`config.mk`:
```
export PLATFORM = sky130hd
export DESIGN_NAME = rms_level_envelope_follower_flat
export DESIGN_NICKNAME = d
export VERILOG_FILES = /design/src/sv/rmslef_pkg.sv /design/src/sv/rmslef_in_if.sv /design/src/sv/rmslef_out_if.sv /design/src/sv/rmslef_mul.sv /design/src/sv/rmslef_root.sv /design/src/sv/rms_level_envelope_follower.sv /design/src/flat_wrapper.sv
export SDC_FILE = /design/constraint.sdc
export NUM_CORES = 2
export LEC_CHECK = 0
export BUFFER_PORTS_ARGS = -buffer_cell sky130_fd_sc_hd__buf_2
export CAP_MARGIN = 20
export CORE_ASPECT_RATIO = 0.8
export CORE_UTILIZATION = 65
export DETAILED_ROUTE_END_ITERATION = 10
export GPL_TIMING_DRIVEN = 0
export PLACE_DENSITY = 0.82
export SLEW_MARGIN = 20
export SYNTH_ARGS = -nofsm -noshare
export SYNTH_HDL_FRONTEND = slang
export SYNTH_SLANG_ARGS = --single-unit
```
`constraint.sdc`:
```
create_clock -name clk -period 17.5 [get_ports clk]
set_input_delay 1.75 -clock clk [delete_from_list [all_inputs] [get_ports clk]]
set_output_delay 1.75 -clock clk [all_outputs]
set_load 0.01 [all_outputs]
```
`src/sv/rmslef_pkg.sv`:
```
`timescale 1ns / 1ps

package rmslef_pkg;

  localparam int SUM_W      = 48;
  localparam int DIVISOR_W  = 17;
  localparam int DIVIDEND_W = SUM_W + 1;
  localparam int QUO_W      = 50;            // dividend padded to an even width for the root
  localparam int ROOT_W     = QUO_W / 2;
  localparam int REM_W      = ROOT_W + 2;
  localparam int DIV_STEPS  = QUO_W;
  localparam int ROOT_STEPS = ROOT_W;
  localparam int STEP_W     = 6;

  localparam int LEVEL_W    = 17;
  localparam logic [LEVEL_W-1:0] LEVEL_ONE = 17'h10000;

  localparam int CFG_W      = 16;
  localparam int CFG_IDX_W  = 2;

  localparam logic [CFG_IDX_W-1:0] REG_FORMAT      = 2'd0;
  localparam logic [CFG_IDX_W-1:0] REG_SENSITIVITY = 2'd1;
  localparam logic [CFG_IDX_W-1:0] REG_DECAY_KEEP  = 2'd2;
  localparam logic [CFG_IDX_W-1:0] REG_DECAY_GAIN  = 2'd3;

  localparam logic [1:0] FMT_INT16 = 2'd0;
  localparam logic [1:0] FMT_INT32 = 2'd1;
  localparam logic [1:0] FMT_FLOAT = 2'd2;

  localparam logic [1:0]       FORMAT_RST      = FMT_INT16;
  localparam logic [CFG_W-1:0] SENSITIVITY_RST = 16'd18022;
  localparam logic [CFG_W-1:0] DECAY_KEEP_RST  = 16'd57147;
  localparam logic [CFG_W-1:0] DECAY_GAIN_RST  = 16'd5898;

  typedef struct packed {
    logic                  start;
    logic [DIVIDEND_W-1:0] dividend;
    logic [DIVISOR_W-1:0]  divisor;
  } root_req_t;

  typedef struct packed {
    logic              done;
    logic [ROOT_W-1:0] root;
  } root_rsp_t;

endpackage

```
`src/sv/rmslef_in_if.sv`:
```
`timescale 1ns / 1ps

interface rmslef_in_if;
  logic        valid;
  logic        ready;
  logic [31:0] sample_word;
  logic        last_in_buffer;

  modport source (output valid, output sample_word, output last_in_buffer, input ready);
  modport sink   (input valid, input sample_word, input last_in_buffer, output ready);
endinterface

```
`src/sv/rmslef_out_if.sv`:
```
`timescale 1ns / 1ps

interface rmslef_out_if;
  logic        valid;
  logic        ready;
  logic [16:0] rms_level;
  logic [16:0] smooth_level;

  modport source (output valid, output rms_level, output smooth_level, input ready);
  modport sink   (input valid, input rms_level, input smooth_level, output ready);
endinterface

```
`src/sv/rmslef_mul.sv`:
```
`timescale 1ns / 1ps

module rmslef_mul (
  input  logic        clk,
  input  logic [31:0] a,
  input  logic [31:0] b,
  output logic [63:0] prod_r
);

  always_ff @(posedge clk) begin
    prod_r <= a * b;
  end

endmodule

```
`src/sv/rmslef_root.sv`:
```
`timescale 1ns / 1ps

// Shift-subtract unit: restoring divide one bit a cycle, then the square
// root of the quotient two bits a cycle, on the same subtractor.
module rmslef_root (
  input  logic                   clk,
  input  logic                   rst_n,
  input  rmslef_pkg::root_req_t  req,
  output rmslef_pkg::root_rsp_t  rsp
);

  typedef enum logic [1:0] {R_IDLE, R_DIV, R_SQRT, R_DONE} rstate_t;

  rstate_t                         state_r, state_nxt;
  logic [rmslef_pkg::STEP_W-1:0]   step_r, step_nxt;
  logic [rmslef_pkg::QUO_W-1:0]    q_r, q_nxt;
  logic [rmslef_pkg::REM_W-1:0]    rem_r, rem_nxt;
  logic [rmslef_pkg::ROOT_W-1:0]   root_r, root_nxt;
  logic [rmslef_pkg::DIVISOR_W-1:0] dvs_r, dvs_nxt;

  logic [rmslef_pkg::REM_W-1:0]    rem_sh, opnd;
  logic [rmslef_pkg::REM_W:0]      diff;
  logic                            ge;
  logic                            div_mode;

  assign div_mode = (state_r == R_DIV);
  assign rem_sh   = div_mode ? {rem_r[rmslef_pkg::REM_W-2:0], q_r[rmslef_pkg::QUO_W-1]}
                             : {rem_r[rmslef_pkg::REM_W-3:0],
                                q_r[rmslef_pkg::QUO_W-1:rmslef_pkg::QUO_W-2]};
  assign opnd     = div_mode ? rmslef_pkg::REM_W'(dvs_r) : {root_r, 2'b01};
  assign diff     = {1'b0, rem_sh} - {1'b0, opnd};
  assign ge       = ~diff[rmslef_pkg::REM_W];

  always_comb begin
    state_nxt = state_r;
    step_nxt  = step_r;
    q_nxt     = q_r;
    rem_nxt   = rem_r;
    root_nxt  = root_r;
    dvs_nxt   = dvs_r;
    case (state_r)
      R_IDLE: begin
        if (req.start) begin
          q_nxt     = rmslef_pkg::QUO_W'(req.dividend);
          dvs_nxt   = req.divisor;
          rem_nxt   = '0;
          root_nxt  = '0;
          step_nxt  = '0;
          state_nxt = R_DIV;
        end
      end
      R_DIV: begin
        rem_nxt  = ge ? diff[rmslef_pkg::REM_W-1:0] : rem_sh;
        q_nxt    = {q_r[rmslef_pkg::QUO_W-2:0], ge};
        step_nxt = step_r + 1'b1;
        if (step_r == rmslef_pkg::STEP_W'(rmslef_pkg::DIV_STEPS - 1)) begin
          rem_nxt   = '0;
          step_nxt  = '0;
          state_nxt = R_SQRT;
        end
      end
      R_SQRT: begin
        rem_nxt  = ge ? diff[rmslef_pkg::REM_W-1:0] : rem_sh;
        q_nxt    = {q_r[rmslef_pkg::QUO_W-3:0], 2'b00};
        root_nxt = {root_r[rmslef_pkg::ROOT_W-2:0], ge};
        step_nxt = step_r + 1'b1;
        if (step_r == rmslef_pkg::STEP_W'(rmslef_pkg::ROOT_STEPS - 1)) begin
          state_nxt = R_DONE;
        end
      end
      R_DONE: begin
        state_nxt = R_IDLE;
      end
      default: begin
        state_nxt = R_IDLE;
      end
    endcase
  end

  always_ff @(posedge clk) begin
    if (!rst_n) begin
      state_r <= R_IDLE;
    end else begin
      state_r <= state_nxt;
    end
    step_r <= step_nxt;
    q_r    <= q_nxt;
    rem_r  <= rem_nxt;
    root_r <= root_nxt;
    dvs_r  <= dvs_nxt;
  end

  assign rsp.done = (state_r == R_DONE);
  assign rsp.root = root_r;

endmodule

```
`src/sv/rms_level_envelope_follower.sv`:
```
`timescale 1ns / 1ps
// Plain sample: after accept, passes through S_SQ and S_ACC (square, accumulate) before ready again.
// Last sample of a buffer: also runs the shift-subtract unit (50 divide steps, 25 root steps,
// a done state) and up to four multiplier passes; a rising level skips the decay multiplies.
// Results wait in an output register; a last sample stalls only if it is full.
// rst_n is synchronous: clears sum, count, envelope, output valid, registers to defaults.
module rms_level_envelope_follower #(
  parameter int MAX_BUFFER_SAMPLES = 65536
) (
  input  logic                                clk,
  input  logic                                rst_n,
  input  logic                                cfg_we,
  input  logic [rmslef_pkg::CFG_IDX_W-1:0]    cfg_index,
  input  logic [rmslef_pkg::CFG_W-1:0]        cfg_wdata,
  rmslef_in_if.sink                           in_ch,
  rmslef_out_if.source                        out_ch
);

  localparam int CNT_W = $clog2(MAX_BUFFER_SAMPLES + 1);
  localparam int LW    = rmslef_pkg::LEVEL_W;

  typedef enum logic [3:0] {
    S_IDLE, S_SQ, S_ACC, S_RSTART, S_ROOT, S_TMUL, S_TGT, S_KMUL, S_GMUL, S_ENV, S_OUT
  } state_t;

  function automatic logic [31:0] float_mag(input logic [31:0] w);
    logic [7:0]  e;
    logic [7:0]  rsh;
    logic [31:0] m;
    logic [31:0] r;
    e   = w[30:23];
    m   = {8'h00, 1'b1, w[22:0]};
    rsh = 8'd119 - e;
    if (e == 8'hFF && w[22:0] != 23'h0) begin
      r = '0;
    end else if (e >= 8'd127) begin
      r = w[31] ? 32'h8000_0000 : 32'h7FFF_FFFF;
    end else if (e == 8'h00) begin
      r = '0;
    end else if (e >= 8'd119) begin
      r = m << (e - 8'd119);
    end else if (rsh >= 8'd32) begin
      r = '0;
    end else begin
      r = m >> rsh;
    end
    return r;
  endfunction

  state_t                            state_r, state_nxt;
  logic [1:0]                        fmt_r, fmt_nxt;
  logic [rmslef_pkg::CFG_W-1:0]      sens_r, sens_nxt;
  logic [rmslef_pkg::CFG_W-1:0]      keep_r, keep_nxt;
  logic [rmslef_pkg::CFG_W-1:0]      gain_r, gain_nxt;
  logic [rmslef_pkg::SUM_W-1:0]      sum_r, sum_nxt;
  logic [CNT_W-1:0]                  count_r, count_nxt;
  logic [LW-1:0]                     env_r, env_nxt;
  logic [31:0]                       mag_r, mag_nxt;
  logic                              last_r, last_nxt;
  logic                              skip_r, skip_nxt;
  logic [LW-1:0]                     rms_r, rms_nxt;
  logic [LW-1:0]                     tgt_r, tgt_nxt;
  logic [33:0]                       kp_r, kp_nxt;
  logic                              out_valid_r, out_valid_nxt;
  logic [LW-1:0]                     out_rms_r, out_rms_nxt;
  logic [LW-1:0]                     out_env_r, out_env_nxt;

  logic [31:0]                       mul_a, mul_b;
  logic [63:0]                       prod;
  logic [31:0]                       mag_in;
  logic [15:0]                       s16;
  logic [34:0]                       blend;
  logic [18:0]                       blend_q;
  rmslef_pkg::root_req_t             rreq;
  rmslef_pkg::root_rsp_t             rrsp;
  logic                              in_acc;

  assign in_ch.ready  = (state_r == S_IDLE);
  assign in_acc       = in_ch.valid && in_ch.ready;
  assign out_ch.valid        = out_valid_r;
  assign out_ch.rms_level    = out_rms_r;
  assign out_ch.smooth_level = out_env_r;

  assign s16 = in_ch.sample_word[15] ? (~in_ch.sample_word[15:0] + 16'd1)
                                     : in_ch.sample_word[15:0];
  always_comb begin
    case (fmt_r)
      rmslef_pkg::FMT_INT16: mag_in = {s16, 16'h0000};
      rmslef_pkg::FMT_INT32: mag_in = in_ch.sample_word[31] ? (~in_ch.sample_word + 32'd1)
                                                            : in_ch.sample_word;
      rmslef_pkg::FMT_FLOAT: mag_in = float_mag(in_ch.sample_word);
      default:               mag_in = '0;
    endcase
  end

  always_comb begin
    case (state_r)
      S_SQ:    begin mul_a = mag_r;       mul_b = mag_r;       end
      S_TMUL:  begin mul_a = 32'(rms_r);  mul_b = 32'(sens_r); end
      S_KMUL:  begin mul_a = 32'(env_r);  mul_b = 32'(keep_r); end
      S_GMUL:  begin mul_a = 32'(tgt_r);  mul_b = 32'(gain_r); end
      default: begin mul_a = '0;          mul_b = '0;          end
    endcase
  end

  rmslef_mul u_mul (
    .clk    (clk),
    .a      (mul_a),
    .b      (mul_b),
    .prod_r (prod)
  );

  assign rreq.start    = (state_r == S_RSTART);
  assign rreq.dividend = {sum_r, 1'b0};
  assign rreq.divisor  = rmslef_pkg::DIVISOR_W'(count_r);

  rmslef_root u_root (
    .clk   (clk),
    .rst_n (rst_n),
    .req   (rreq),
    .rsp   (rrsp)
  );

  assign blend   = {1'b0, kp_r} + {1'b0, prod[33:0]};
  assign blend_q = blend[34:16];

  always_comb begin
    state_nxt     = state_r;
    fmt_nxt       = fmt_r;
    sens_nxt      = sens_r;
    keep_nxt      = keep_r;
    gain_nxt      = gain_r;
    sum_nxt       = sum_r;
    count_nxt     = count_r;
    env_nxt       = env_r;
    mag_nxt       = mag_r;
    last_nxt      = last_r;
    skip_nxt      = skip_r;
    rms_nxt       = rms_r;
    tgt_nxt       = tgt_r;
    kp_nxt        = kp_r;
    out_valid_nxt = out_valid_r;
    out_rms_nxt   = out_rms_r;
    out_env_nxt   = out_env_r;

    if (cfg_we) begin
      case (cfg_index)
        rmslef_pkg::REG_FORMAT:      fmt_nxt  = cfg_wdata[1:0];
        rmslef_pkg::REG_SENSITIVITY: sens_nxt = cfg_wdata;
        rmslef_pkg::REG_DECAY_KEEP:  keep_nxt = cfg_wdata;
        rmslef_pkg::REG_DECAY_GAIN:  gain_nxt = cfg_wdata;
        default: ;
      endcase
    end

    if (out_valid_r && out_ch.ready) begin
      out_valid_nxt = 1'b0;
    end

    case (state_r)
      S_IDLE: begin
        if (in_acc) begin
          mag_nxt   = mag_in;
          last_nxt  = in_ch.last_in_buffer;
          skip_nxt  = (count_r == CNT_W'(MAX_BUFFER_SAMPLES));
          state_nxt = S_SQ;
        end
      end
      S_SQ: begin
        state_nxt = S_ACC;
      end
      S_ACC: begin
        if (!skip_r) begin
          sum_nxt   = sum_r + rmslef_pkg::SUM_W'(prod[63:31]);
          count_nxt = count_r + 1'b1;
        end
        state_nxt = last_r ? S_RSTART : S_IDLE;
      end
      S_RSTART: begin
        state_nxt = S_ROOT;
      end
      S_ROOT: begin
        if (rrsp.done) begin
          if (count_r == '0) begin
            rms_nxt = '0;
          end else if (rrsp.root > rmslef_pkg::ROOT_W'(rmslef_pkg::LEVEL_ONE)) begin
            rms_nxt = rmslef_pkg::LEVEL_ONE;
          end else begin
            rms_nxt = rrsp.root[LW-1:0];
          end
          state_nxt = S_TMUL;
        end
      end
      S_TMUL: begin
        state_nxt = S_TGT;
      end
      S_TGT: begin
        // sensitivity is Q3.13
        if (prod[32:13] > 20'(rmslef_pkg::LEVEL_ONE)) begin
          tgt_nxt = rmslef_pkg::LEVEL_ONE;
        end else begin
          tgt_nxt = prod[29:13];
        end
        if (tgt_nxt > env_r) begin
          env_nxt   = tgt_nxt;
          state_nxt = S_OUT;
        end else begin
          state_nxt = S_KMUL;
        end
      end
      S_KMUL: begin
        state_nxt = S_GMUL;
      end
      S_GMUL: begin
        kp_nxt    = prod[33:0];
        state_nxt = S_ENV;
      end
      S_ENV: begin
        env_nxt   = (blend_q > 19'(rmslef_pkg::LEVEL_ONE)) ? rmslef_pkg::LEVEL_ONE
                                                           : blend_q[LW-1:0];
        state_nxt = S_OUT;
      end
      S_OUT: begin
        if (!out_valid_r || out_ch.ready) begin
          out_valid_nxt = 1'b1;
          out_rms_nxt   = rms_r;
          out_env_nxt   = env_r;
          sum_nxt       = '0;
          count_nxt     = '0;
          state_nxt     = S_IDLE;
        end
      end
      default: begin
        state_nxt = S_IDLE;
      end
    endcase
  end

  always_ff @(posedge clk) begin
    if (!rst_n) begin
      state_r     <= S_IDLE;
      fmt_r       <= rmslef_pkg::FORMAT_RST;
      sens_r      <= rmslef_pkg::SENSITIVITY_RST;
      keep_r      <= rmslef_pkg::DECAY_KEEP_RST;
      gain_r      <= rmslef_pkg::DECAY_GAIN_RST;
      sum_r       <= '0;
      count_r     <= '0;
      env_r       <= '0;
      out_valid_r <= 1'b0;
    end else begin
      state_r     <= state_nxt;
      fmt_r       <= fmt_nxt;
      sens_r      <= sens_nxt;
      keep_r      <= keep_nxt;
      gain_r      <= gain_nxt;
      sum_r       <= sum_nxt;
      count_r     <= count_nxt;
      env_r       <= env_nxt;
      out_valid_r <= out_valid_nxt;
    end
    mag_r     <= mag_nxt;
    last_r    <= last_nxt;
    skip_r    <= skip_nxt;
    rms_r     <= rms_nxt;
    tgt_r     <= tgt_nxt;
    kp_r      <= kp_nxt;
    out_rms_r <= out_rms_nxt;
    out_env_r <= out_env_nxt;
  end

endmodule

```
`src/flat_wrapper.sv`:
```
// flat-port wrapper written by rule: the top's interface ports become plain ports
module rms_level_envelope_follower_flat 
#(
  parameter int MAX_BUFFER_SAMPLES = 65536
)
  (clk, rst_n, cfg_we, cfg_index, cfg_wdata, in_ch_valid, in_ch_sample_word, in_ch_last_in_buffer, in_ch_ready, out_ch_valid, out_ch_rms_level, out_ch_smooth_level, out_ch_ready);
  rmslef_in_if in_ch_i ();
  rmslef_out_if out_ch_i ();
  input  logic clk;
  input  logic rst_n;
  input  logic cfg_we;
  input  logic [rmslef_pkg::CFG_IDX_W-1:0] cfg_index;
  input  logic [rmslef_pkg::CFG_W-1:0] cfg_wdata;
  input wire logic [$bits(in_ch_i.valid)-1:0] in_ch_valid;
  input wire logic [$bits(in_ch_i.sample_word)-1:0] in_ch_sample_word;
  input wire logic [$bits(in_ch_i.last_in_buffer)-1:0] in_ch_last_in_buffer;
  output wire logic [$bits(in_ch_i.ready)-1:0] in_ch_ready;
  output wire logic [$bits(out_ch_i.valid)-1:0] out_ch_valid;
  output wire logic [$bits(out_ch_i.rms_level)-1:0] out_ch_rms_level;
  output wire logic [$bits(out_ch_i.smooth_level)-1:0] out_ch_smooth_level;
  input wire logic [$bits(out_ch_i.ready)-1:0] out_ch_ready;
  assign in_ch_i.valid = in_ch_valid;
  assign in_ch_i.sample_word = in_ch_sample_word;
  assign in_ch_i.last_in_buffer = in_ch_last_in_buffer;
  assign in_ch_ready = in_ch_i.ready;
  assign out_ch_valid = out_ch_i.valid;
  assign out_ch_rms_level = out_ch_i.rms_level;
  assign out_ch_smooth_level = out_ch_i.smooth_level;
  assign out_ch_i.ready = out_ch_ready;
  rms_level_envelope_follower #(.MAX_BUFFER_SAMPLES(MAX_BUFFER_SAMPLES)) u_core (.clk(clk), .rst_n(rst_n), .cfg_we(cfg_we), .cfg_index(cfg_index), .cfg_wdata(cfg_wdata), .in_ch(in_ch_i), .out_ch(out_ch_i));
endmodule
```
==> metrics.cfg <==
[critical_path]
critPathKind=reg -> reg
cp.required_ns=17.83
cp_slowest_cell=a311oi_1
crit_path_max_incr_delay_ns=1.13
path_max_fanout=10
end_kind=flop
crit_buf_inv=11
crit_family=adder cells
crit_path_start_kind=flop
cp_common_cell=fa_1
cp.arrival_ns=13.92

[die]
die_x_um=336
placementRows=97
core_mm2=0.0881
boundaryPins=92
fp.dieH_um=270
die_area_mm2=0.0907
initial_core_util_pct=66.0

[finish]
nNetsFinal=7971
seqCellArea_mm2=0.0119
fill_cells=7050
drive_above_1_share_pct=3.84
area_growth_pct=6.03
multi_input_area_mm2=0.0409

[drt]
wl_mm=201
vias_per_cell=6.35
firstDrtPassIters=9
remaining_drc_errors=0
wl_per_cell_um=25.4
vias=50129
drt_iter0_drc=6418
antenna_left=0

[run_status]
status=finished clean

[synth]
synth_top_area_share_pct=29.9
syn_avg_cell_area_um2=8.90
synth_cell_types=93
synth.cell_area_mm2=0.0581
ys_ff_latch=463
ys_top_cells_by_count=1093 x inv_1, 867 x fa_1, 766 x nand2_1, 703 x nor2_1, 388 x ha_1
ys_dominant_reg_cell=edfxtp_1
syn_nets=7842
synth_edf_count=260
synthArstFlopShare_pct=0
synth_top_area_cell=fa_1
yosys-top-cells-area=fa_1 30%, edfxtp_1 13%, ha_1 8.4%
synthCells=6531
synth_warnings=0
seq_area_frac_synth_pct=20.4
synth.most_common_cell=inv_1

[grt]
grt_first_pass_wirelength_mm=299
top_usage_layer=met2
antenna_found_initial=18
grt_overflow=0
first_global_vias=49269
grt.met2_usage_pct=62.9
grt_max_degree=44
grt_util_met3_pct=15.0
track_usage_pct=44.4
use_met1_pct=60.2

[power]
pwr_density_cell_mw_per_mm2=94.6
p_total_mw=5.83
peakVddDrop_v=0.000137
p_leak_nw=28.5

[placement]
hpwlAfterDp_mm=162
pre_cts_ws_ns=4.47
port_buffers=78
gp_congestion=1.06

[sta]
setup_ws_ns=3.91
setup_tns_ns=0
period_needed_ns=13.59
tightest_slew_ns=1.43
max-slew-margin-rel_pct=3.85
final_hold_viol_count=0
clock_skew_ns=0.0228
fmax_ghz=0.0736
setup_viol=0
drv_slew=0
min_period_over_period_pct=77.7
grt_setup_unrepaired=false

[cts]
numClockSinks=463
postCtsSetupBuffers=0
cts-root-buf=clkbuf_16
cts_resized=0
clk-insertion-delay-late_ns=0.58
tritoncts=built
cts_max_path_buffers=3
path_clk_slew_ns=0.07
postCtsHoldBufs=0
cts_made_buffers=40
htreeDepth=2

[job]
cap_violations=0

[hold_path]
hold_class=reg -> reg

[worst paths after layout]
path | from | endpoint | slack [ns] | depth (start not counted)
worst min register to register | u_core.u_mul.prod_r[4]$_DFF_P_ | u_core.kp_r[4]$_DFFE_PN_ | 0.44 | 0
worst min-delay path | u_core.u_mul.prod_r[4]$_DFF_P_ | u_core.kp_r[4]$_DFFE_PN_ | 0.44 | 0
worst max-delay path | u_core.state_r[0]$_SDFFE_PN0P_ | u_core.u_mul.prod_r[63]$_DFF_P_ | 3.91 | 32
worst max register to register | u_core.state_r[0]$_SDFFE_PN0P_ | u_core.u_mul.prod_r[63]$_DFF_P_ | 3.91 | 32
[flip-flops by register name, indices dropped and copies added (netlist names), 4 cells and up]
| register | cells |
|---|---|
| u_core.gain_r | 16 |
| u_core.out_ch.rms_level | 17 |
| u_core.rms_r | 17 |
| u_core.u_root.step_r | 6 |
| u_core.mag_r | 32 |
| u_core.count_r | 17 |
| u_core.state_r | 4 |
| u_core.sens_r | 16 |
| u_core.out_ch.smooth_level | 17 |
| u_core.u_root.rem_r | 26 |
| u_core.u_root.root_r | 25 |
| u_core.sum_r | 48 |
| u_core.u_mul.prod_r | 64 |
| u_core.kp_r | 34 |
| u_core.env_r | 17 |
| u_core.u_root.q_r | 50 |
| u_core.u_root.dvs_r | 17 |
| u_core.keep_r | 16 |
| u_core.tgt_r | 17 |
[cell type report]
cell class	count	share of cell area, %
diodes	11	0.0447
plain buffers	346	2.18
clock buffers	52	1.82
clock inverters	22	0.386
inverters	1096	6.67
multi-input cells	4626	66.3
flip-flops and latches	463	19.3
well taps	1188	2.41
repair buffers	87	0.950
[cells by family after synthesis]
kind of cell | share of synthesized area, %
AND/OR/NAND/NOR | 16.3
buffers and inverters | 9.36
adder cells (fa/ha/maj) | 38.2
AO/OA/AOI/OAI | 11.0
flip-flops | 20.4
XOR/XNOR | 2.95
multiplexers | 1.79
[worst reg2reg max path: cells and delay by family (launching register included)]
| family | cells | cell delay (ns) |
|---|---|---|
| AOI/OAI and AO/OA | 4 | 2.96 |
| adders and majority gates | 9 | 4.42 |
| buffers and inverters | 11 | 3.19 |
| DFF | 1 | 0.32 |
| muxes | 1 | 0.14 |
| and+or+nand+nor | 7 | 2.34 |
[through the flow]
step	std cells	utilization (%)	hold slack, ns	cell area (um^2)
final	7891	70.0	0.442	61600
after global routing	7885	69.9	0.461	61600
after CTS	7878	69.9	0.443	61600
after detailed placement	7804	68.4	0.425	60200
after global placement	7797	68.1	0.423	60000
after floorplan	6531	-	0.415	58100
[layout by cell type, fill, tap and decap left out, types with 17 or more instances in the layout]
master and count:
inv_1 1092, fa_1 867, nand2_1 766, nor2_1 702, ha_1 388, clkbuf_1 308, a21oi_1 269, edfxtp_1 260
dfxtp_1 203, o21ai_0 163, xnor2_1 131, and3_1 99, buf_2 94, a22oi_1 83, nand3_1 82, a21o_1 80
and2_1 76, nor3_1 71, nand4_1 66, mux2i_1 66, xor2_1 65, nor2b_1 58, nand2b_1 43, clkbuf_16 43
a211oi_1 38, a21boi_0 35, and4_1 34, a31oi_1 33, o211ai_1 32, mux2_2 32, o22ai_1 32, o21a_1 28
or3_1 28, nor4_1 23, a221oi_1 22, buf_1 21, o21bai_1 20, o31ai_1 17
[metal layers]
metal,vias to the layer above,routed length (um),share of wire (%)
met5,-,168,0.084
met4,12,13200,6.6
met3,773,28300,14
met2,3608,83100,41
met1,24329,75800,38
li1,21407,-,-
[power by group]
part	internal (mW)	switching (mW)	total [mW]
Sequential	1.28	0.111	1.40
Combinational	1.19	2.30	3.48
Clock	0.518	0.436	0.954
Total	2.99	2.84	5.83
No activity file was read; power rests on OpenSTA's default activity.
